[config.mk]
export PLATFORM = sky130hd
export DESIGN_NAME = ccfd_div
export DESIGN_NICKNAME = d
export VERILOG_FILES = /design/src/hdl/ccfd_pkg.sv /design/src/hdl/ccfd_div.sv
export SDC_FILE = /design/constraint.sdc
export NUM_CORES = 2
export LEC_CHECK = 0
export ABC_AREA = 0
export BUFFER_PORTS_ARGS = -buffer_cell sky130_fd_sc_hd__buf_2
export CORE_MARGIN = 2
export CORE_UTILIZATION = 35
export DETAILED_ROUTE_END_ITERATION = 10
export PLACE_DENSITY = 0.54
export SLEW_MARGIN = 20
export SYNTH_ARGS = -nofsm -noshare
export SYNTH_HDL_FRONTEND = slang
export SYNTH_SLANG_ARGS = --single-unit
[constraint.sdc]
create_clock -name clk -period 6.6 [get_ports clk]
set_input_delay 0.66 -clock clk [delete_from_list [all_inputs] [get_ports clk]]
set_output_delay 0.66 -clock clk [all_outputs]
set_load 0.005 [all_outputs]
[src/hdl/ccfd_pkg.sv]
// Shared widths, codes, types and helpers of the cut-cell flux divergence unit.
// No dependencies; every other module imports it.
package ccfd_pkg;

	localparam int FRAC_BITS  = 16;
	localparam int NAXES      = 3;
	localparam int FLUX_W     = 32;
	localparam int AREA_W     = 16;
	localparam int PAIR_W     = 2 * AREA_W;
	localparam int VOL_W      = AREA_W;
	localparam int CLASS_W    = 2;
	localparam int INV_W      = 32;
	localparam int RATE_W     = 32;
	localparam int AFRAC_BITS = 15;
	localparam int CFG_IDX_W  = 2;

	// Item layout on the slave-side tdata bus.
	localparam int AREA_LSB  = 2 * NAXES * FLUX_W;
	localparam int VOL_LSB   = AREA_LSB + NAXES * PAIR_W;
	localparam int S_TDATA_W = ((VOL_LSB + VOL_W + 7) / 8) * 8;

	// Datapath widths.
	localparam int WPROD_W    = FLUX_W + AREA_W + 1;
	localparam int D_W        = FLUX_W + 2;
	localparam int INV_HI_W   = INV_W - FRAC_BITS;
	localparam int PLO_W      = D_W + FRAC_BITS + 1;
	localparam int PHI_W      = D_W + INV_HI_W + 1;
	localparam int TERM_W     = PHI_W;
	localparam int SUM_W      = TERM_W + 2;
	localparam int MAG_W      = RATE_W + 1;
	localparam int NUM_W      = MAG_W + AFRAC_BITS;
	localparam int Q_W        = RATE_W;
	localparam int DIV_STEPS  = 2;
	localparam int DIV_STAGES = Q_W / DIV_STEPS;

	localparam logic [AREA_W-1:0] ONE_Q15   = AREA_W'(1) << AFRAC_BITS;
	localparam logic [INV_W-1:0]  INV_RESET = INV_W'(1) << FRAC_BITS;
	localparam logic [MAG_W-1:0]  MAG_CLIP  = MAG_W'(1) << RATE_W;
	localparam logic [RATE_W-1:0] RATE_MAX  = {1'b0, {(RATE_W-1){1'b1}}};
	localparam logic [RATE_W-1:0] RATE_MIN  = {1'b1, {(RATE_W-1){1'b0}}};

	typedef enum logic [CLASS_W-1:0] {
		CLS_COVERED = 2'd0,
		CLS_REGULAR = 2'd1,
		CLS_CUT     = 2'd2
	} cell_class_t;

	typedef enum logic [CFG_IDX_W-1:0] {
		REG_INV_X = 2'd0,
		REG_INV_Y = 2'd1,
		REG_INV_Z = 2'd2
	} cfg_reg_t;

	typedef logic [NAXES-1:0][INV_W-1:0] inv_set_t;

	// Weighted flux sum and the divisor that goes with it.
	typedef struct packed {
		logic signed [SUM_W-1:0] sum;
		logic [VOL_W-1:0]        vol;
	} acc_t;

	function automatic logic [AREA_W-1:0] clamp_frac(input logic [AREA_W-1:0] a);
		return (a > ONE_Q15) ? ONE_Q15 : a;
	endfunction

endpackage

[src/hdl/ccfd_div.sv]
// Back pipeline: sign split, restoring division by the volume fraction,
// rounding toward minus infinity and saturation. Depends on ccfd_pkg.
module ccfd_div import ccfd_pkg::*; (
	input  logic              clk,
	input  logic              arst_n,
	input  logic              en,
	input  logic              in_valid,
	input  acc_t              in_acc,
	output logic              out_valid,
	output logic [RATE_W-1:0] out_rate,
	output logic              out_sat
);

	logic [SUM_W-1:0] sum_abs;
	logic [MAG_W-1:0] mag;
	logic [NUM_W-1:0] num;
	logic             big;

	logic [VOL_W:0]   t;
	logic [VOL_W-1:0] r;
	logic [Q_W-1:0]   l;
	logic [VOL_W-1:0] rem_nx [DIV_STAGES];
	logic [Q_W-1:0]   low_nx [DIV_STAGES];

	logic [Q_W-1:0]    quo;
	logic              rnd;
	logic [MAG_W-1:0]  quo_up;
	logic [RATE_W-1:0] rate_nx;
	logic              sat_nx;

	// Index 0 is the sign-split stage; index k+1 holds the remainder after
	// DIV_STEPS more quotient bits, which shift into the low dividend bits.
	logic             v_s   [DIV_STAGES+1];
	logic             neg_s [DIV_STAGES+1];
	logic             big_s [DIV_STAGES+1];
	logic [VOL_W-1:0] vol_s [DIV_STAGES+1];
	logic [VOL_W-1:0] rem_s [DIV_STAGES+1];
	logic [Q_W-1:0]   low_s [DIV_STAGES+1];

	logic              valid_q;
	logic [RATE_W-1:0] rate_q;
	logic              sat_q;

	always_comb begin
		sum_abs = in_acc.sum[SUM_W-1] ? $unsigned(-in_acc.sum) : $unsigned(in_acc.sum);
		mag     = (sum_abs > {{(SUM_W-MAG_W){1'b0}}, MAG_CLIP}) ? MAG_CLIP
			: sum_abs[MAG_W-1:0];
		num     = {mag, {AFRAC_BITS{1'b0}}};
		// A quotient of 2^32 or more saturates whatever its low bits are.
		big     = num[NUM_W-1:Q_W] >= in_acc.vol;
	end

	always_comb begin
		t = '0;
		r = '0;
		l = '0;
		for (int k = 0; k < DIV_STAGES; k++) begin
			r = rem_s[k];
			l = low_s[k];
			for (int i = 0; i < DIV_STEPS; i++) begin
				t = {r, l[Q_W-1]};
				if (t >= {1'b0, vol_s[k]}) begin
					t = t - {1'b0, vol_s[k]};
					l = {l[Q_W-2:0], 1'b1};
				end else begin
					l = {l[Q_W-2:0], 1'b0};
				end
				r = t[VOL_W-1:0];
			end
			rem_nx[k] = r;
			low_nx[k] = l;
		end
	end

	always_comb begin
		quo    = low_s[DIV_STAGES];
		// Negative values round the magnitude up, giving the floor of the quotient.
		rnd    = neg_s[DIV_STAGES] && (rem_s[DIV_STAGES] != '0);
		quo_up = {1'b0, quo} + MAG_W'(rnd);
		if (big_s[DIV_STAGES]) begin
			sat_nx  = 1'b1;
			rate_nx = neg_s[DIV_STAGES] ? RATE_MIN : RATE_MAX;
		end else if (neg_s[DIV_STAGES]) begin
			if (quo_up > {1'b0, RATE_MIN}) begin
				sat_nx  = 1'b1;
				rate_nx = RATE_MIN;
			end else begin
				sat_nx  = 1'b0;
				rate_nx = RATE_W'(~quo_up + MAG_W'(1));
			end
		end else if (quo[Q_W-1]) begin
			sat_nx  = 1'b1;
			rate_nx = RATE_MAX;
		end else begin
			sat_nx  = 1'b0;
			rate_nx = quo;
		end
	end

	always_ff @(posedge clk or negedge arst_n) begin
		if (!arst_n) begin
			for (int k = 0; k <= DIV_STAGES; k++) begin
				v_s[k] <= 1'b0;
			end
			valid_q <= 1'b0;
		end else if (en) begin
			v_s[0] <= in_valid;
			for (int k = 0; k < DIV_STAGES; k++) begin
				v_s[k+1] <= v_s[k];
			end
			valid_q <= v_s[DIV_STAGES];
		end
	end

	always_ff @(posedge clk) begin
		if (en) begin
			neg_s[0] <= in_acc.sum[SUM_W-1];
			big_s[0] <= big;
			vol_s[0] <= in_acc.vol;
			rem_s[0] <= num[NUM_W-1:Q_W];
			low_s[0] <= num[Q_W-1:0];
			for (int k = 0; k < DIV_STAGES; k++) begin
				neg_s[k+1] <= neg_s[k];
				big_s[k+1] <= big_s[k];
				vol_s[k+1] <= vol_s[k];
				rem_s[k+1] <= rem_nx[k];
				low_s[k+1] <= low_nx[k];
			end
			rate_q <= rate_nx;
			sat_q  <= sat_nx;
		end
	end

	assign out_valid = valid_q;
	assign out_rate  = rate_q;
	assign out_sat   = sat_q;

endmodule

==> key figures <==
Clocking
  – Register clock-pin slew on the reported worst setup and hold paths: 0.06 ns
  – Clk root buf: sky130_fd_sc_hd__clkbuf_16
  – Maximum clock path buffer count: 3
  – CTS tree: done
  – CTS H-Tree Depth: 3
  – Inserted Clock Buffers: 113
  – Sinks on Clock Net: around 970
  – Clock latency at the later pin of the worst-skew pair: 0.77 ns

Synthesis
  – Post-Synthesis Cell Area: just over 60000 µm²
  – Number of synthesis warnings: 0
  – Leading cell type by number of instances after synthesis: sky130_fd_sc_hd__edfxtp_1
  – Compound-gate portion of the synthesized area: 14.99%
  – Synth area leaders: sky130_fd_sc_hd__edfxtp_1 46%, sky130_fd_sc_hd__ha_1 11%, sky130_fd_sc_hd__mux2_2 5.8%
  – Net count of the mapped netlist: 6364
  – Flip-flop and latch count after synthesis: 966
  – Number of flops mapped to enable cells by yosys: 948
  – Mux share of post-synthesis cell area: 6.161%
  – Register area share after synthesis: between 40% and 50%
  – Synth top area share: 45.78%
  – Post-synth top area cell: sky130_fd_sc_hd__edfxtp_1
  – Adder-cell share of the synthesized area: 11.37%
  – Async SR Flop Fraction: 1.863%
  – Dominant combinational cell family by area after synthesis: compound AO/OA/AOI/OAI gates
  – Post-synthesis xor/xnor area fraction: 6.141%
  – Leading cell types by count after synthesis: 948 x sky130_fd_sc_hd__edfxtp_1, 525 x sky130_fd_sc_hd__ha_1, 434 x sky130_fd_sc_hd__inv_1, 425 x sky130_fd_sc_hd__a21oi_1, 367 x sky130_fd_sc_hd__nor2_1
  – Dominant register cell in the synthesized netlist: sky130_fd_sc_hd__edfxtp_1
  – Library cells used by synthesis: ~100
  – Syn avg cell area: ~11 µm²
  – Number of standard cells after synthesis: 5741
  – Simple-gate share of the synthesized area: 11.33%

STA
  – Measured slew at the worst slew-check pin: about 1 ns
  – Number of endpoints with negative hold slack in the final report: 0
  – Unrepaired setup endpoints after global routing: false
  – Layout Skew: 0.04349 ns
  – Ratio of final minimum period to clock period: 92.58%
  – Max Slew Vio Count: 0
  – Setup TNS: 0 ns
  – Worst slew margin: 33.69%
  – Final setup fails: 0
  – Peak Freq: 0.1637 GHz
  – Post-route minimum period: a little over 6 ns

Placement
  – Placed Area: 65800 µm²
  – Routability congestion estimate: approximately 0.87
  – HPWL reported at the end of detailed placement: 114.5 mm
  – Port bufs: 106

Cells and area
  – Number of nets in the finished design: 6544
  – Fillers: ~17000
  – Sequential cell area in the final layout: between 20000 and 30000 µm²
  – Diode count: 0
  – Ratio of cells with drive above 1 in the final layout: 13.18%
  – Finished Core Util: 39.49%
  – Multi-input combinational cell area: 31140 µm²
  – Post-route cell area: approximately 70000 µm²
  – Area growth syn-to-layout: 11.95%

Worst setup path
  – Critical Path AT: ~6.6 ns
  – CP required: 7.10 ns
  – Critical Path Sink Type: register
  – Worst setup path endpoint: rem_s[0][181]
  – Launching point of the worst reg2reg path: vol_s[0][161]
  – FF-to-FF path depth: 21
  – Largest driver fanout on the critical path: 17
  – Startpoint of the most critical setup path: vol_s[0][161]
  – Worst setup path class: register to register
  – Critical Path Source Type: register
  – Worst reg2reg endpoint: rem_s[0][181]
  – Worst reg-to-reg setup slack: 0.49 ns

Global route
  – Overflow left after global routing: 0
  – Global-route wire length before repair: 235.5 mm
  – Largest net degree at the start of global routing: 166
  – All-Layer GR Usage: between 10% and 20%
  – Number of antenna violations at the first check in global routing: 0
  – Via count of the first global-routing pass: about 43000

Floorplan
  – Core ar.: 176300 µm²
  – Num ports: 107
  – Chip width: 425.5 µm
  – Overall die area: 181100 µm²
  – Die Y-Extent: 425.5 µm
  – Row count: 154
  – Initial core utilization: 35.27%

Outcome
  – Run status: finished clean

Worst hold path
  – Hold Path Cell Cnt: 1
  – Min-delay worst type: input port to register

Routing
  – Post-detailed-routing wire length: 149.3 mm
  – Initial detailed-routing violation count: roughly 2700
  – Routed wire length per instance: 17.86 µm
  – DRT Pass-1 Iters: 6
  – Vias: 43660
  – Total DRC errors in the routed layout: 0
  – Antenna violation net count after detailed routing: 0
  – Via density per instance: 5.224

Job
  – MaxCap Viol Count: 0
==> critical path: stages (launching register included) <==
cell and delay, ns:
sky130_fd_sc_hd__edfxtp_1 0.42, sky130_fd_sc_hd__inv_1 0.18, sky130_fd_sc_hd__ha_1 0.27, sky130_fd_sc_hd__nor2b_1 0.14, sky130_fd_sc_hd__o31a_1 0.31, sky130_fd_sc_hd__o211a_1 0.28, sky130_fd_sc_hd__o41a_1 0.43, sky130_fd_sc_hd__nor3_1 0.21
sky130_fd_sc_hd__o21bai_1 0.08, sky130_fd_sc_hd__a211o_1 0.45, sky130_fd_sc_hd__mux2_2 0.35, sky130_fd_sc_hd__ha_1 0.34, sky130_fd_sc_hd__o21a_1 0.19, sky130_fd_sc_hd__o31a_1 0.11, sky130_fd_sc_hd__o21ai_0 0.22, sky130_fd_sc_hd__a21boi_0 0.18
sky130_fd_sc_hd__o21ai_1 0.31, sky130_fd_sc_hd__o2111ai_1 0.16, sky130_fd_sc_hd__a21oi_1 0.24, sky130_fd_sc_hd__o41ai_1 0.11, sky130_fd_sc_hd__a211o_2 0.51, sky130_fd_sc_hd__mux2_2 0.34
==> cells by family after synthesis <==
family	Yosys count
compound gates	1467
xor+xnor	436
fa+ha+maj	550
buf+inv	556
flops	966
mux	343
simple gates	1423
==> metal layers <==
metal | global-route usage (%) | wire length [µm] | up-vias
li1 | - | - | 21760
met1 | 21.07 | 68540 | 20910
met2 | 27.88 | 71620 | 788
met3 | 2.095 | 5321 | 200
met4 | 4.498 | 3813 | 0
met5 | 0 | 0 | -
==> cell type report <==
cell class	instances	share of cell area, %
Multi-Input combinational cell	4219	44.73
Sequential cell	966	41.54
Clock buffer	134	4.249
Tap cell	2340	4.205
Inverter	439	2.367
Timing Repair Buffer	182	1.689
Clock inverter	77	1.220
==> how the worst min path moves through the flow <==
stage                     to  slack (ns)          start
6_report        vol_s[0][14]        0.12     in_acc[14]
5_1_grt         vol_s[0][14]        0.09     in_acc[14]
4_1_cts         vol_s[0][14]        0.05     in_acc[14]
3_5_place_dp   low_s[0][125]        0.40   low_s[0][91]
3_3_place_gp   low_s[0][155]        0.40  low_s[0][121]
2_1_floorplan      out_valid        0.36         arst_n
==> stage by stage <==
stage / setup WS, ns / hold WS, ns / cells
2_1_floorplan: 0.5160 / 0.3644 / 5741
3_3_place_gp: 0.3400 / 0.4001 / 8145
3_5_place_dp: 0.2291 / 0.4045 / 8145
4_1_cts: 0.1936 / 0.05194 / 8357
5_1_grt: 0.02200 / 0.08543 / 8357
6_report: 0.4896 / 0.1174 / 8357
==> what timing repair did <==
action | 4_1_cts | 5_1_grt
setup endpoints to repair | 0 | 27
hold buffers | 1 | 0
hold endpoints to repair | 18 | 0
gates resized for setup | 0 | 3
setup buffers | 0 | 0
==> registers in the layout, summed over array words and instances, names as in the netlist <==
| name | cells |
|---|---|
| rem_s | 272 |
| vol_s | 256 |
| out_valid | 1 |
| out_rate | 32 |
| out_sat | 1 |
| neg_s | 17 |
| low_s | 353 |
| v_s | 17 |
| big_s | 17 |
==> layout by cell type, fill, tap and decap left out, drive strengths merged, types with 14 or more instances in the layout <==
master | Yosys | layout
o22ai | 18 | 18
nor3 | 146 | 146
edfxtp | 948 | 948
a22oi | 16 | 16
nor4 | 43 | 43
dfrtp | 18 | 18
o21ai | 357 | 357
o21bai | 58 | 58
inv | 435 | 442
a21oi | 426 | 426
buf | 24 | 181
nor2b | 71 | 71
mux2i | 25 | 25
clkinv | 4 | 51
o21a | 85 | 85
o41ai | 22 | 22
and3 | 23 | 23
fa | 25 | 25
nand2b | 67 | 67
a211oi | 53 | 53
nand2 | 327 | 327
or2 | 35 | 35
a31oi | 44 | 44
a21boi | 17 | 17
o31a | 35 | 35
mux2 | 318 | 318
nand4 | 87 | 87
xnor2 | 280 | 280
a2bb2oi | 14 | 14
ha | 525 | 525
nor2 | 397 | 397
a211o | 14 | 14
a21o | 162 | 162
o31ai | 31 | 31
and2 | 21 | 21
nand3 | 96 | 96
or3 | 46 | 46
xor2 | 156 | 156
clkbuf | 93 | 134
o211ai | 20 | 20
Power is not shown: default switching activity piles up to over one toggle a cycle in this logic, so the estimate is an artifact.
